--- src/hdl/nru_pkg.sv ---
// Shared types and constants of the NRU page replacement block.
// No dependencies; every other file in this folder refers to it by scoped names.
`default_nettype none

package nru_pkg;

    // Fixed field widths of the request, result and configuration transactions.
    localparam int unsigned PAGE_IN_W  = 16;
    localparam int unsigned RND_W      = 16;
    localparam int unsigned FRAME_IDX_W = 6;
    localparam int unsigned FAULT_W    = 32;
    localparam int unsigned PERIOD_W   = 8;

    // Reset value of the reset_period register.
    localparam logic [PERIOD_W-1:0] PERIOD_RESET = 8'd4;

    // Remainder unit: bits of the random value retired per clock cycle.
    localparam int unsigned MOD_BITS_PER_CYC = 4;
    localparam int unsigned MOD_CYCLES       = RND_W / MOD_BITS_PER_CYC;

    // Broadcast control from the sequencer to every frame cell.
    typedef struct packed {
        logic load;       // selected cell takes the new page and becomes valid
        logic ref_set;    // selected cell sets its referenced bit
        logic ref_clear;  // every cell clears its referenced bit (wins over set)
    } t_cell_ctrl;

    // Status of one frame cell back to the sequencer.
    typedef struct packed {
        logic valid;      // cell holds a page
        logic referenced; // referenced bit
        logic match;      // valid and page equals the request
        logic cand;       // cell belongs to the lowest class present
        logic victim;     // candidate whose rank equals the chosen position
    } t_cell_stat;

endpackage

`default_nettype wire

--- src/hdl/nru_req_if.sv ---
// Request channel of the NRU page replacement block: valid, ready and payload.
// Depends on nru_pkg for the field widths.
`default_nettype none

interface nru_req_if;
    logic                          valid;
    logic                          ready;
    logic [nru_pkg::PAGE_IN_W-1:0] requested_page;
    logic [nru_pkg::RND_W-1:0]     random_value;

    modport source (output valid, output requested_page, output random_value, input ready);
    modport sink   (input valid, input requested_page, input random_value, output ready);
endinterface

`default_nettype wire

--- src/hdl/nru_rsp_if.sv ---
// Result channel of the NRU page replacement block: valid, ready and payload.
// Depends on nru_pkg for the field widths.
`default_nettype none

interface nru_rsp_if;
    logic                            valid;
    logic                            ready;
    logic                            hit;
    logic [nru_pkg::FRAME_IDX_W-1:0] frame_index;
    logic                            evicted_valid;
    logic [nru_pkg::PAGE_IN_W-1:0]   evicted_page;
    logic [nru_pkg::FAULT_W-1:0]     fault_count;

    modport source (output valid, output hit, output frame_index, output evicted_valid,
                    output evicted_page, output fault_count, input ready);
    modport sink   (input valid, input hit, input frame_index, input evicted_valid,
                    input evicted_page, input fault_count, output ready);
endinterface

`default_nettype wire

--- src/hdl/nru_cfg_if.sv ---
// Configuration write channel of the NRU page replacement block.
// Depends on nru_pkg for the register width.
`default_nettype none

interface nru_cfg_if;
    logic                         valid;
    logic                         ready;
    logic [nru_pkg::PERIOD_W-1:0] reset_period;

    modport source (output valid, output reset_period, input ready);
    modport sink   (input valid, input reset_period, output ready);
endinterface

`default_nettype wire

--- src/hdl/nru_cell.sv ---
// One frame cell of the NRU table: valid bit, page number, referenced bit and rank stage.
// Depends on nru_pkg for the control and status structs.
`default_nettype none

module nru_cell #(
    parameter int unsigned PAGE_W = 16,
    parameter int unsigned CNT_W  = 4
) (
    input  wire                      i_clk,
    input  wire                      i_rst_n,
    input  wire nru_pkg::t_cell_ctrl i_ctrl,
    input  wire                      i_sel,
    input  wire        [PAGE_W-1:0]  i_page,
    input  wire                      i_want,
    input  wire        [CNT_W-1:0]   i_rank,
    input  wire        [CNT_W-1:0]   i_pick,
    output nru_pkg::t_cell_stat      o_stat,
    output logic       [PAGE_W-1:0]  o_page,
    output logic       [CNT_W-1:0]   o_rank
);

    logic              r_valid;
    logic              r_ref;
    logic [PAGE_W-1:0] r_page;
    logic [CNT_W-1:0]  r_rank;
    logic              w_cand;

    always_ff @(posedge i_clk) begin
        if (!i_rst_n) begin
            r_valid <= 1'b0;
            r_ref   <= 1'b0;
        end else begin
            if (i_sel && i_ctrl.load) begin
                r_valid <= 1'b1;
            end
            if (i_ctrl.ref_clear) begin
                r_ref <= 1'b0;
            end else if (i_sel && i_ctrl.ref_set) begin
                r_ref <= 1'b1;
            end
        end
    end

    // The page store and the rank stage need no reset: the page is read only
    // once valid, and the rank settles before it is used.
    always_ff @(posedge i_clk) begin
        if (i_sel && i_ctrl.load) begin
            r_page <= i_page;
        end
        r_rank <= i_rank;
    end

    assign w_cand = (r_ref == i_want);

    // Rank handed to the next cell: candidates up to and including this one.
    assign o_rank = r_rank + CNT_W'(w_cand);
    assign o_page = r_page;

    always_comb begin
        o_stat.valid      = r_valid;
        o_stat.referenced = r_ref;
        o_stat.match      = r_valid && (r_page == i_page);
        o_stat.cand       = w_cand;
        o_stat.victim     = w_cand && (r_rank == i_pick);
    end

endmodule

`default_nettype wire

--- src/hdl/nru_mod.sv ---
// Iterative remainder unit: random value modulo candidate count, a few bits per cycle.
// Depends on nru_pkg for the random value width and the bits retired per cycle.
`default_nettype none

module nru_mod #(
    parameter int unsigned CNT_W = 4
) (
    input  wire                       i_clk,
    input  wire                       i_rst_n,
    input  wire                       i_start,
    input  wire [nru_pkg::RND_W-1:0]  i_dividend,
    input  wire [CNT_W-1:0]           i_divisor,
    output logic                      o_done,
    output logic [CNT_W-1:0]          o_rem
);

    localparam int unsigned STEP_W = (nru_pkg::MOD_CYCLES > 1) ?
                                     $clog2(nru_pkg::MOD_CYCLES) : 1;

    logic                      r_busy;
    logic                      r_done;
    logic [STEP_W-1:0]         r_step;
    logic [nru_pkg::RND_W-1:0] r_shift;
    logic [CNT_W-1:0]          r_rem;
    logic [CNT_W-1:0]          r_div;
    logic [nru_pkg::RND_W-1:0] n_shift;
    logic [CNT_W-1:0]          n_rem;

    // Restoring remainder, most significant dividend bit first.
    always_comb begin
        logic [CNT_W:0] t;
        n_shift = r_shift;
        n_rem   = r_rem;
        for (int k = 0; k < nru_pkg::MOD_BITS_PER_CYC; k++) begin
            t       = {n_rem, n_shift[nru_pkg::RND_W-1]};
            n_shift = n_shift << 1;
            if (t >= {1'b0, r_div}) begin
                t = t - {1'b0, r_div};
            end
            n_rem = t[CNT_W-1:0];
        end
    end

    always_ff @(posedge i_clk) begin
        if (!i_rst_n) begin
            r_busy <= 1'b0;
            r_done <= 1'b0;
            r_step <= '0;
        end else if (i_start) begin
            r_busy <= 1'b1;
            r_done <= 1'b0;
            r_step <= '0;
        end else if (r_busy) begin
            r_step <= r_step + STEP_W'(1);
            if (r_step == STEP_W'(nru_pkg::MOD_CYCLES - 1)) begin
                r_busy <= 1'b0;
                r_done <= 1'b1;
            end
        end
    end

    always_ff @(posedge i_clk) begin
        if (i_start) begin
            r_shift <= i_dividend;
            r_rem   <= '0;
            r_div   <= i_divisor;
        end else if (r_busy) begin
            r_shift <= n_shift;
            r_rem   <= n_rem;
        end
    end

    assign o_done = r_done;
    assign o_rem  = r_rem;

endmodule

`default_nettype wire

--- src/hdl/nru_page_replacement.sv ---
// Top level of the not-recently-used page replacement block.
// Depends on nru_pkg, the three channel interfaces, nru_cell and nru_mod.
`default_nettype none

// The block keeps a table of FRAME_SLOTS frames as a row of cells, each with a
// valid bit, a page number of PAGE_BITS bits and a referenced bit. Every
// request transaction names a page and carries a random value. All cells
// compare the page at once. On a hit the frame's referenced bit is set; on a
// miss the saturating fault count rises and a victim is chosen among the
// lowest class present (unreferenced or empty frames, otherwise all frames):
// it is the candidate at position random_value mod (number of candidates),
// counted upwards from frame 0. The new page is loaded there with its
// referenced bit set, and the result reports the page that was pushed out.
// After every reset_period requests (zero meaning 256) all referenced bits are
// cleared once the request has been served. One request is worked on at a
// time. On a miss, candidate ranks travel down the row of cells one cell per
// cycle, and the remainder unit retires four bits of the random value per
// cycle. A finished result sits in an output register, so the next request
// is taken while the previous result still waits; a request finishes only
// once that register is free. The configuration channel is always ready and
// is meant to be written only while the block is idle.
module nru_page_replacement #(
    parameter int unsigned FRAME_SLOTS = 8,
    parameter int unsigned PAGE_BITS   = 16
) (
    input  wire    i_clk,
    input  wire    i_rst_n,
    nru_req_if.sink   i_req,
    nru_rsp_if.source o_rsp,
    nru_cfg_if.sink   i_cfg
);

    localparam int unsigned CNT_W  = $clog2(FRAME_SLOTS + 1);
    localparam int unsigned FIDX_W = (FRAME_SLOTS > 1) ? $clog2(FRAME_SLOTS) : 1;

    typedef enum logic [4:0] {
        S_IDLE   = 5'b00001,
        S_MATCH  = 5'b00010,
        S_RANK   = 5'b00100,
        S_DIV    = 5'b01000,
        S_COMMIT = 5'b10000
    } t_state;

    t_state                         r_state;
    t_state                         n_state;
    logic [FIDX_W-1:0]              r_rank_cnt;
    logic [PAGE_BITS-1:0]           r_page;
    logic [nru_pkg::RND_W-1:0]      r_rnd;
    logic [nru_pkg::PERIOD_W-1:0]   r_period;
    logic [nru_pkg::PERIOD_W-1:0]   r_phase;
    logic [nru_pkg::FAULT_W-1:0]    r_faults;

    logic                           r_out_valid;
    logic                           r_out_hit;
    logic [nru_pkg::FRAME_IDX_W-1:0] r_out_frame;
    logic                           r_out_ev_valid;
    logic [nru_pkg::PAGE_IN_W-1:0]  r_out_ev_page;
    logic [nru_pkg::FAULT_W-1:0]    r_out_faults;

    nru_pkg::t_cell_stat            w_stat [FRAME_SLOTS];
    logic [PAGE_BITS-1:0]           w_cell_page [FRAME_SLOTS];
    logic [CNT_W-1:0]               w_rank_next [FRAME_SLOTS];
    logic [FRAME_SLOTS-1:0]         w_sel;
    logic [FRAME_SLOTS-1:0]         w_match_vec;
    logic [FRAME_SLOTS-1:0]         w_ref_vec;
    nru_pkg::t_cell_ctrl            w_ctrl;
    logic                           w_hit;
    logic                           w_want;
    logic [CNT_W-1:0]               w_count;
    logic [CNT_W-1:0]               w_pick;
    logic                           w_mod_start;
    logic                           w_mod_done;
    logic                           w_accept;
    logic                           w_out_free;
    logic                           w_commit;
    logic                           w_rank_end;
    logic [FIDX_W-1:0]              w_frame;
    logic                           w_ev_valid;
    logic [PAGE_BITS-1:0]           w_ev_page;
    logic [nru_pkg::PERIOD_W:0]     w_phase_inc;
    logic [nru_pkg::PERIOD_W:0]     w_period_len;
    logic                           w_clear_now;
    logic [nru_pkg::FAULT_W-1:0]    w_faults_next;

    // ------------------------------------------------------------------
    // Handshakes
    // ------------------------------------------------------------------
    assign i_req.ready = (r_state == S_IDLE);
    assign w_accept    = i_req.valid && i_req.ready;
    assign i_cfg.ready = 1'b1;
    assign w_out_free  = !r_out_valid || o_rsp.ready;

    // ------------------------------------------------------------------
    // Row of frame cells. Each cell passes its running candidate count to
    // the next one through a register, so the rank of the last cell settles
    // once the counts have passed through the row with stable referenced bits.
    // ------------------------------------------------------------------
    for (genvar g = 0; g < FRAME_SLOTS; g++) begin : g_cell
        logic [CNT_W-1:0] w_rank_in;
        if (g == 0) begin : g_first
            assign w_rank_in = '0;
        end else begin : g_rest
            assign w_rank_in = w_rank_next[g-1];
        end

        nru_cell #(
            .PAGE_W (PAGE_BITS),
            .CNT_W  (CNT_W)
        ) u_cell (
            .i_clk   (i_clk),
            .i_rst_n (i_rst_n),
            .i_ctrl  (w_ctrl),
            .i_sel   (w_sel[g]),
            .i_page  (r_page),
            .i_want  (w_want),
            .i_rank  (w_rank_in),
            .i_pick  (w_pick),
            .o_stat  (w_stat[g]),
            .o_page  (w_cell_page[g]),
            .o_rank  (w_rank_next[g])
        );

        assign w_match_vec[g] = w_stat[g].match;
        assign w_ref_vec[g]   = w_stat[g].referenced;
        // A hit touches the matching frame; a miss replaces the victim.
        assign w_sel[g]       = w_hit ? w_stat[g].match : w_stat[g].victim;
    end

    assign w_hit   = |w_match_vec;
    // Referenced frames are candidates only when every frame is referenced.
    assign w_want  = &w_ref_vec;
    assign w_count = w_rank_next[FRAME_SLOTS-1];

    // Pages are unique among valid frames and exactly one victim exists, so
    // the selected cell can be gathered with a plain OR.
    always_comb begin
        w_frame    = '0;
        w_ev_valid = 1'b0;
        w_ev_page  = '0;
        for (int i = 0; i < FRAME_SLOTS; i++) begin
            if (w_sel[i]) begin
                w_frame = w_frame | FIDX_W'(i);
            end
            if (w_stat[i].victim && w_stat[i].valid) begin
                w_ev_valid = 1'b1;
                w_ev_page  = w_ev_page | w_cell_page[i];
            end
        end
    end

    // ------------------------------------------------------------------
    // Remainder unit: picks the victim's position among the candidates.
    // ------------------------------------------------------------------
    assign w_rank_end  = (r_state == S_RANK) && (r_rank_cnt == FIDX_W'(FRAME_SLOTS - 1));
    assign w_mod_start = w_rank_end;

    nru_mod #(
        .CNT_W (CNT_W)
    ) u_mod (
        .i_clk      (i_clk),
        .i_rst_n    (i_rst_n),
        .i_start    (w_mod_start),
        .i_dividend (r_rnd),
        .i_divisor  (w_count),
        .o_done     (w_mod_done),
        .o_rem      (w_pick)
    );

    // ------------------------------------------------------------------
    // Sequencer
    // ------------------------------------------------------------------
    assign w_commit = w_out_free &&
                      (((r_state == S_MATCH) && w_hit) || (r_state == S_COMMIT));

    always_comb begin
        n_state = r_state;
        case (r_state)
            S_IDLE: begin
                if (w_accept) begin
                    n_state = S_MATCH;
                end
            end
            S_MATCH: begin
                if (!w_hit) begin
                    n_state = S_RANK;
                end else if (w_out_free) begin
                    n_state = S_IDLE;
                end
            end
            S_RANK: begin
                if (w_rank_end) begin
                    n_state = S_DIV;
                end
            end
            S_DIV: begin
                if (w_mod_done) begin
                    n_state = S_COMMIT;
                end
            end
            S_COMMIT: begin
                if (w_out_free) begin
                    n_state = S_IDLE;
                end
            end
            default: begin
                n_state = S_IDLE;
            end
        endcase
    end

    // Reference period: zero stands for 256. The clearing follows the request
    // it belongs to, so that request still sees the old referenced bits.
    assign w_phase_inc  = {1'b0, r_phase} + 9'd1;
    assign w_period_len = (r_period == '0) ? 9'd256 : {1'b0, r_period};
    assign w_clear_now  = (w_phase_inc >= w_period_len);

    assign w_faults_next = (!w_hit && (r_faults != '1)) ? r_faults + 32'd1 : r_faults;

    always_comb begin
        w_ctrl.load      = w_commit && !w_hit;
        w_ctrl.ref_set   = w_commit;
        w_ctrl.ref_clear = w_commit && w_clear_now;
    end

    always_ff @(posedge i_clk) begin
        if (!i_rst_n) begin
            r_state     <= S_IDLE;
            r_rank_cnt  <= '0;
            r_period    <= nru_pkg::PERIOD_RESET;
            r_phase     <= '0;
            r_faults    <= '0;
            r_out_valid <= 1'b0;
        end else begin
            r_state <= n_state;

            if (r_state == S_RANK) begin
                r_rank_cnt <= r_rank_cnt + FIDX_W'(1);
            end else begin
                r_rank_cnt <= '0;
            end

            if (i_cfg.valid) begin
                r_period <= i_cfg.reset_period;
            end

            if (w_commit) begin
                r_faults    <= w_faults_next;
                r_phase     <= w_clear_now ? '0 : w_phase_inc[nru_pkg::PERIOD_W-1:0];
                r_out_valid <= 1'b1;
            end else if (o_rsp.ready) begin
                r_out_valid <= 1'b0;
            end
        end
    end

    // Request payload and result payload registers.
    always_ff @(posedge i_clk) begin
        if (w_accept) begin
            r_page <= PAGE_BITS'(32'(i_req.requested_page));
            r_rnd  <= i_req.random_value;
        end
        if (w_commit) begin
            r_out_hit      <= w_hit;
            r_out_frame    <= nru_pkg::FRAME_IDX_W'(w_frame);
            r_out_ev_valid <= !w_hit && w_ev_valid;
            r_out_ev_page  <= (!w_hit && w_ev_valid) ?
                              nru_pkg::PAGE_IN_W'(32'(w_ev_page)) : '0;
            r_out_faults   <= w_faults_next;
        end
    end

    assign o_rsp.valid         = r_out_valid;
    assign o_rsp.hit           = r_out_hit;
    assign o_rsp.frame_index   = r_out_frame;
    assign o_rsp.evicted_valid = r_out_ev_valid;
    assign o_rsp.evicted_page  = r_out_ev_page;
    assign o_rsp.fault_count   = r_out_faults;

`ifndef SYNTHESIS
    // Exactly one frame is touched or replaced by every finished request.
    a_one_frame: assert property (@(posedge i_clk) disable iff (!i_rst_n)
        w_commit |-> $onehot(w_sel))
        else $error("request finished without exactly one selected frame");

    // The candidate count handed to the remainder unit is never zero.
    a_count_nonzero: assert property (@(posedge i_clk) disable iff (!i_rst_n)
        w_mod_start |-> (w_count != '0))
        else $error("zero candidates at victim selection");

    // The chosen position lies among the candidates once the remainder is ready.
    a_pick_range: assert property (@(posedge i_clk) disable iff (!i_rst_n)
        (r_state == S_COMMIT) |-> (w_pick < w_count))
        else $error("victim position beyond the candidate count");

    // The fault count never falls and moves only when a request finishes.
    a_faults_move: assert property (@(posedge i_clk) disable iff (!i_rst_n)
        !w_commit |=> $stable(r_faults))
        else $error("fault count changed outside a finished request");

    // A clearing leaves every referenced bit low after the request.
    a_clear_all: assert property (@(posedge i_clk) disable iff (!i_rst_n)
        w_ctrl.ref_clear |=> (w_ref_vec == '0))
        else $error("referenced bits survived a clearing");
`endif

endmodule

`default_nettype wire
--- src/flat_wrapper.sv ---
// flat-port wrapper written by rule: the top's interface ports become plain ports
module nru_page_replacement_flat 
#(
    parameter int unsigned FRAME_SLOTS = 8,
    parameter int unsigned PAGE_BITS   = 16
)
  (i_clk, i_rst_n, i_req_valid, i_req_requested_page, i_req_random_value, i_req_ready, o_rsp_valid, o_rsp_hit, o_rsp_frame_index, o_rsp_evicted_valid, o_rsp_evicted_page, o_rsp_fault_count, o_rsp_ready, i_cfg_valid, i_cfg_reset_period, i_cfg_ready);
  nru_req_if i_req_i ();
  nru_rsp_if o_rsp_i ();
  nru_cfg_if i_cfg_i ();
  input  wire i_clk;
  input  wire i_rst_n;
  input wire logic [$bits(i_req_i.valid)-1:0] i_req_valid;
  input wire logic [$bits(i_req_i.requested_page)-1:0] i_req_requested_page;
  input wire logic [$bits(i_req_i.random_value)-1:0] i_req_random_value;
  output wire logic [$bits(i_req_i.ready)-1:0] i_req_ready;
  output wire logic [$bits(o_rsp_i.valid)-1:0] o_rsp_valid;
  output wire logic [$bits(o_rsp_i.hit)-1:0] o_rsp_hit;
  output wire logic [$bits(o_rsp_i.frame_index)-1:0] o_rsp_frame_index;
  output wire logic [$bits(o_rsp_i.evicted_valid)-1:0] o_rsp_evicted_valid;
  output wire logic [$bits(o_rsp_i.evicted_page)-1:0] o_rsp_evicted_page;
  output wire logic [$bits(o_rsp_i.fault_count)-1:0] o_rsp_fault_count;
  input wire logic [$bits(o_rsp_i.ready)-1:0] o_rsp_ready;
  input wire logic [$bits(i_cfg_i.valid)-1:0] i_cfg_valid;
  input wire logic [$bits(i_cfg_i.reset_period)-1:0] i_cfg_reset_period;
  output wire logic [$bits(i_cfg_i.ready)-1:0] i_cfg_ready;
  assign i_req_i.valid = i_req_valid;
  assign i_req_i.requested_page = i_req_requested_page;
  assign i_req_i.random_value = i_req_random_value;
  assign i_req_ready = i_req_i.ready;
  assign o_rsp_valid = o_rsp_i.valid;
  assign o_rsp_hit = o_rsp_i.hit;
  assign o_rsp_frame_index = o_rsp_i.frame_index;
  assign o_rsp_evicted_valid = o_rsp_i.evicted_valid;
  assign o_rsp_evicted_page = o_rsp_i.evicted_page;
  assign o_rsp_fault_count = o_rsp_i.fault_count;
  assign o_rsp_i.ready = o_rsp_ready;
  assign i_cfg_i.valid = i_cfg_valid;
  assign i_cfg_i.reset_period = i_cfg_reset_period;
  assign i_cfg_ready = i_cfg_i.ready;
  nru_page_replacement #(.FRAME_SLOTS(FRAME_SLOTS), .PAGE_BITS(PAGE_BITS)) u_core (.i_clk(i_clk), .i_rst_n(i_rst_n), .i_req(i_req_i), .o_rsp(o_rsp_i), .i_cfg(i_cfg_i));
endmodule
--- config.mk ---
export PLATFORM = sky130hd
export DESIGN_NAME = nru_page_replacement_flat
export DESIGN_NICKNAME = d
export VERILOG_FILES = /design/src/hdl/nru_pkg.sv /design/src/hdl/nru_req_if.sv /design/src/hdl/nru_rsp_if.sv /design/src/hdl/nru_cfg_if.sv /design/src/hdl/nru_cell.sv /design/src/hdl/nru_mod.sv /design/src/hdl/nru_page_replacement.sv /design/src/flat_wrapper.sv
export SDC_FILE = /design/constraint.sdc
export NUM_CORES = 1
export LEC_CHECK = 0
export BUFFER_PORTS_ARGS = -buffer_cell sky130_fd_sc_hd__buf_2
export CORE_MARGIN = 4
export CORE_UTILIZATION = 28
export DETAILED_ROUTE_END_ITERATION = 10
export GPL_ROUTABILITY_DRIVEN = 0
export SETUP_SLACK_MARGIN = 0.15
export SYNTH_ARGS = -nofsm -noshare
export SYNTH_HDL_FRONTEND = slang
export SYNTH_HIERARCHICAL = 1
export SYNTH_SLANG_ARGS = --single-unit
--- constraint.sdc ---
create_clock -name i_clk -period 8.8 [get_ports i_clk]
set_clock_uncertainty 0.15 [all_clocks]
set_input_delay 0.44 -clock i_clk [delete_from_list [all_inputs] [get_ports i_clk]]
set_output_delay 0.44 -clock i_clk [all_outputs]
set_load 0.02 [all_outputs]
# Yosys cells after proc, flatten, opt, wreduce, memory -nomap -nowiden
# Index checks and enable logic that the tools add are counted.
dict set report classes {
  n_addsub 15
  order_cmp 5
  n_eq_ne 34
  mux 49
  n_bitwise 8
  reduce_logical 65
}
# cell n
set ops {}
lappend ops {{16-bit two-way mux} 10}
lappend ops {{16-bit == test} 8}
lappend ops {{16-bit bitwise OR} 7}
lappend ops {{1-bit logical AND} 48}
lappend ops {{32-bit by 1-bit adder with 32-bit output, second input constant} 1}
lappend ops {{32-bit two-way mux} 1}
lappend ops {{32-bit != test, second input constant} 1}
lappend ops {{5-bit two-way mux} 5}
lappend ops {{5-bit case mux with 5 select lines} 1}
lappend ops {{4-bit by 1-bit adder with 4-bit output} 6}
lappend ops {{4-bit == test} 6}
lappend ops {{1-bit two-way mux} 22}
lappend ops {{5-bit by 4-bit >= comparator with 1-bit output} 4}
lappend ops {{4-bit two-way mux} 4}
lappend ops {{4-bit subtractor} 4}
lappend ops {{8-bit by 1-bit adder with 9-bit output, second input constant} 1}
lappend ops {{9-bit >= comparator} 1}
lappend ops {{9-bit two-way mux} 1}
lappend ops {{1-bit == test} 8}
lappend ops {{8-bit zero test} 1}
lappend ops {{8-bit two-way mux} 1}
lappend ops {{8-bit AND reduction} 1}
lappend ops {{8-bit OR reduction} 1}
lappend ops {{3-bit two-way mux} 2}
lappend ops {{other kinds (22)} 31}
dict set report totals {
  ff_bits 339
  input_bits 45
  output_inout_bits 59
}

# Logic depth before layout (Yosys ltp)
dict set report logic_depth {
  depth_word 19
  mapped_depth 28
  depth_no_buf 28
}

# Modules after synthesis
# Netlist, hierarchy kept.
# module instances cells_per_inst area_each_um2 seq_area_each_um2
set by_module_without_submodules {}
lappend by_module_without_submodules {nru_cell 8 63 932.1 600.6}
lappend by_module_without_submodules {nru_page_replacement 1 666 7045.5 3693.5}
lappend by_module_without_submodules {nru_mod 1 176 1946.9 760.7}

# Least setup slack after synthesis
# Ideal clock, no wire load.
dict set report synth_timing {
  kind {reg2reg}
  startpoint {reg u_core.u_mod.r_div[1]}
  endpoint {reg u_core.u_mod.r_rem[2], in the netlist u_core/u_mod/o_rem[2]}
  arrival_time_ns 5.908
  slack_ns 2.682
  path_stages_with_launch 28
  cell_sequence {edfxtp_1 > inv_1 > ha_1 > inv_1 > o211ai_1 > nand2_1 > mux2_1 > inv_1 > ha_1 > a211oi_1 > o21bai_1 > a31oi_4 > mux2_1 > inv_1 > ha_1 > a211o_1 > a21oi_1 > o21ai_0 > mux2i_4 > mux2i_1 > ha_1 > a21o_1 > a21o_1 > a21oi_1 > o211a_1 > mux2i_4 > or4b_1 > nand2_1}
}
dict set report synth_between {
  elab_chain_cells 8
}
# item line_no
set synth_rtl {}
lappend synth_rtl {{start, declared} nru_mod.sv:25} ;# logic [CNT_W-1:0] r_div;
lappend synth_rtl {{start signal, assigned} nru_mod.sv:66} ;# r_div <= i_divisor;
lappend synth_rtl {{4-bit subtractor or 5-bit by 4-bit >= comparator with 1-bit output (tied branches)} {nru_mod.sv:38, nru_mod.sv:37}}
lappend synth_rtl {{4-bit two-way mux} nru_mod.sv:37} ;# if (t >= {1'b0, r_div}) begin
lappend synth_rtl {{4-bit subtractor or 5-bit by 4-bit >= comparator with 1-bit output (tied branches)} {nru_mod.sv:38, nru_mod.sv:37}}
lappend synth_rtl {{4-bit two-way mux} nru_mod.sv:37}
lappend synth_rtl {{5-bit by 4-bit >= comparator with 1-bit output or 4-bit subtractor (tied branches)} {nru_mod.sv:37, nru_mod.sv:38}}
lappend synth_rtl {{4-bit two-way mux} nru_mod.sv:37}
lappend synth_rtl {{4-bit subtractor or 5-bit by 4-bit >= comparator with 1-bit output (tied branches)} {nru_mod.sv:38, nru_mod.sv:37}}
lappend synth_rtl {{4-bit two-way mux (*)} nru_mod.sv:37}
lappend synth_rtl {{end signal, assigned} nru_mod.sv:69} ;# r_rem <= n_rem;
lappend synth_rtl {{end, declared} nru_mod.sv:24} ;# logic [CNT_W-1:0] r_rem;
# Mark *: on every way between the ends. The rest lies on a longest branch, timed or not.
# A chain may end at the register's enable or synchronous reset.

# Worst setup path in the final report
dict set report layout_timing {
  startpoint {reg u_core.u_mod.r_rem[1], in the netlist u_core/u_mod/o_rem[1]}
  endpoint {reg u_core.u_mod.r_rem[2], in the netlist u_core/u_mod/o_rem[2]}
}
dict set report layout_between {
  elab_chain_cells 8
}
# item line_no
set layout_rtl {}
lappend layout_rtl {{4-bit subtractor or 5-bit by 4-bit >= comparator with 1-bit output (tied branches)} {nru_mod.sv:38, nru_mod.sv:37}}
lappend layout_rtl {{4-bit two-way mux (*)} nru_mod.sv:37}
lappend layout_rtl {{4-bit subtractor or 5-bit by 4-bit >= comparator with 1-bit output (tied branches)} {nru_mod.sv:38, nru_mod.sv:37}}
lappend layout_rtl {{4-bit two-way mux (*)} nru_mod.sv:37}
lappend layout_rtl {{5-bit by 4-bit >= comparator with 1-bit output or 4-bit subtractor (tied branches)} {nru_mod.sv:37, nru_mod.sv:38}}
lappend layout_rtl {{4-bit two-way mux (*)} nru_mod.sv:37}
lappend layout_rtl {{4-bit subtractor or 5-bit by 4-bit >= comparator with 1-bit output (tied branches)} {nru_mod.sv:38, nru_mod.sv:37}}
lappend layout_rtl {{4-bit two-way mux (*)} nru_mod.sv:37}
# Marks and branches as above.

==> run summary <==
result of the run - finished, final reports clean
area of the die - 62500 um^2
path category of the worst min-delay check - input port to flop
biggest fanout along the worst timing path - 11
startpoint type of the worst setup path - flop
data arrival time of the worst path - 7.29 ns
total vias in the final route - 10800
unrepaired setup endpoints after global routing - no
vertical die dimension - 250 um
Worst Hold Slack - 0.103 ns
first-iteration detailed-routing DRC count - 654
maximum number of pins on one net before global-route repair - 35
maximum clock frequency - 144 MHz
DP Wirelength - 26.4 mm
critical path endpoint category - flop
most frequent standard cell in the layout excluding fill and tap cells - sky130_fd_sc_hd__edfxtp_1
Worst Path Class, Setup - flop to flop
number of diodes added for antenna fixing - 0
gr ovfl total - 0
# nets final - 1562
slew at the pin closest to its max-slew limit - 1.23 ns
average instance area after synthesis - 12.2 um^2
number of placement rows - 88
depth of the worst register-to-register path - 26
number of hold violations in the final report - 0
startpoint of the worst-slack reg-to-reg timing path - u_core/u_mod/o_rem[1]
final total power - 3.71 mW
clock tree from TritonCTS - built
peak ir drop on the vdd network - 0.000148 V
clock transition at the registers of the reported paths - 0.06 ns
CORE AREA - 57800 um^2
Total Routing Usage GR - 0.123
number of setup buffers added after CTS - 0
proportion of layout cells with a drive suffix above 1 - 0.141
final count of negative-setup-slack endpoints - 0
number of antenna violations at the first check in global routing - 0
power density of the placed cells - 193 nW/um^2
root buffer selected by CTS - sky130_fd_sc_hd__clkbuf_16
hold_sp - i_req_valid
Ports - 104
cell depth of the worst hold path - 3
Mapped Cells - 1338
worst-case register-to-register setup slack - 1.85 ns
Inserted Clock Buffers - 40
deepest clock path buffer count - 3
number of global-route vias before repair - 11000
maxcap violations - 0
number of sinks handled by clock tree synthesis - 346
post-detailed-route via-to-cell ratio - 4.76
crit share post-route - 0.790
number of warnings reported in the yosys synthesis log - 6
H-tree depth - 2
Die Width - 250 um
min Tclk post-route - 6.95 ns
leading cell types in the layout, fill and taps excluded - sky130_fd_sc_hd__edfxtp_1, sky130_fd_sc_hd__xnor2_1, sky130_fd_sc_hd__dfxtp_1
Cell Area, Synth - 16400 um^2
CP Data Required Time - 9.13 ns
Hold Path End - u_core/r_state[0]
Initial DRT Pass Iterations - 5
total DRC errors in the routed layout - 0
mean routed wirelength per cell - 17.4 um
wire length of the first global-routing pass - 62.0 mm
initial core utilization - 0.284
LEAKAGE - 6.84 nW
insertion delay of the later-clocked pin in the worst-skew pair - 0.57 ns
Port Buffer Count - 99
post-route ant nets - 0
routed wire length - 39.5 mm
worst slew margin relative to its limit - 0.174
Synth-to-Final Area Change - 17.5%
final slew viol count - 0
total negative setup slack - 0 ns
end of the worst register-to-register path - u_core/u_mod/o_rem[2]
-- critical path, stage by stage (launching register included) --
cell and delay [ns]:
sky130_fd_sc_hd__dfxtp_1 0.70, sky130_fd_sc_hd__ha_1 0.38, sky130_fd_sc_hd__nor2_1 0.22, sky130_fd_sc_hd__o21ai_1 0.12
sky130_fd_sc_hd__nand2_1 0.14, sky130_fd_sc_hd__mux2_1 0.39, sky130_fd_sc_hd__inv_1 0.08, sky130_fd_sc_hd__ha_1 0.24
sky130_fd_sc_hd__a211oi_1 0.22, sky130_fd_sc_hd__o21bai_1 0.18, sky130_fd_sc_hd__a31oi_4 0.27, sky130_fd_sc_hd__mux2_1 0.42
sky130_fd_sc_hd__inv_1 0.08, sky130_fd_sc_hd__ha_1 0.23, sky130_fd_sc_hd__a211o_1 0.27, sky130_fd_sc_hd__a21oi_1 0.18
sky130_fd_sc_hd__o21ai_0 0.19, sky130_fd_sc_hd__mux2i_4 0.32, sky130_fd_sc_hd__mux2i_1 0.40, sky130_fd_sc_hd__ha_1 0.33
sky130_fd_sc_hd__a21o_1 0.16, sky130_fd_sc_hd__a21o_1 0.17, sky130_fd_sc_hd__a21oi_1 0.15, sky130_fd_sc_hd__o211a_1 0.21
sky130_fd_sc_hd__mux2i_4 0.11, sky130_fd_sc_hd__or4b_1 0.51, sky130_fd_sc_hd__nand2_1 0.08
-- flip-flops by register name, summed over array words and instances, names as in the netlist, 8 cells and up --
name                          count
u_core/r_rnd                     16
u_core/r_period                   8
u_core/g_cell.u_cell/o_page     128
u_core/r_faults                  32
u_core/g_cell.u_cell/r_valid      8
u_core/r_page                    16
u_core/u_mod/r_shift             16
u_core/g_cell.u_cell/r_rank      32
u_core/r_phase                    8
u_core/o_rsp.evicted_page        16
u_core/g_cell.u_cell/r_ref        8
u_core/o_rsp.fault_count         32
-- timing repair --
item | in CTS | in global routing
hold endpoints to repair | 40 | 0
gates resized for setup | 0 | 0
hold buffers | 40 | 0
-- where the power goes --
part / internal [mW] / switching, mW / total [mW]
clock network: 0.963 / 0.673 / 1.64
registers: 1.79 / 0.0737 / 1.87
logic: 0.110 / 0.0957 / 0.206
-- how the worst max path moves through the flow --
stage	startpoint	slack [ns]	end	cells after the start
finish	u_core/u_mod/o_rem[1]	1.85	u_core/u_mod/o_rem[2]	26
detailed placement	u_core/u_mod/o_rem[1]	1.90	u_core/u_mod/o_rem[2]	26
CTS	u_core/u_mod/o_rem[1]	1.87	u_core/u_mod/o_rem[2]	26
global route	u_core/u_mod/o_rem[2]	1.34	u_core/u_mod/o_rem[2]	26
floorplan	u_core/u_mod/r_div[1]	2.68	u_core/u_mod/o_rem[2]	27
global placement	u_core/u_mod/o_rem[1]	2.20	u_core/u_mod/o_rem[2]	26
-- area by class of cell --
type / count / area, um^2
Inverter: 36 / 135
Clock buffer: 54 / 1080
Multi-Input combinational cell: 896 / 6650
Clock inverter: 20 / 218
Tap cell: 765 / 957
Fill cell: 5720 / 38500
Timing Repair Buffer: 147 / 956
Sequential cell: 346 / 9260
-- routing by layer --
layer	GRT usage	up-vias	share of wire
met1	0.160	5336	0.45
met3	0.0247	70	0.048
met5	0	-	0
li1	-	5135	-
met2	0.207	243	0.48
met4	0.0372	0	0.023
-- stage by stage --
| stage | worst slack, ns | utilization | instance area [um^2] | std cells |
|---|---|---|---|---|
| 2_1_floorplan | 2.68 | - | 16400 | 1344 |
| 3_3_place_gp | 2.20 | 0.304 | 17600 | 2150 |
| 3_5_place_dp | 1.90 | 0.304 | 17600 | 2150 |
| 4_1_cts | 1.87 | 0.333 | 19300 | 2264 |
| 5_1_grt | 1.34 | 0.333 | 19300 | 2264 |
| 6_report | 1.85 | 0.333 | 19300 | 2264 |
Power figures use the tool's default switching activity.
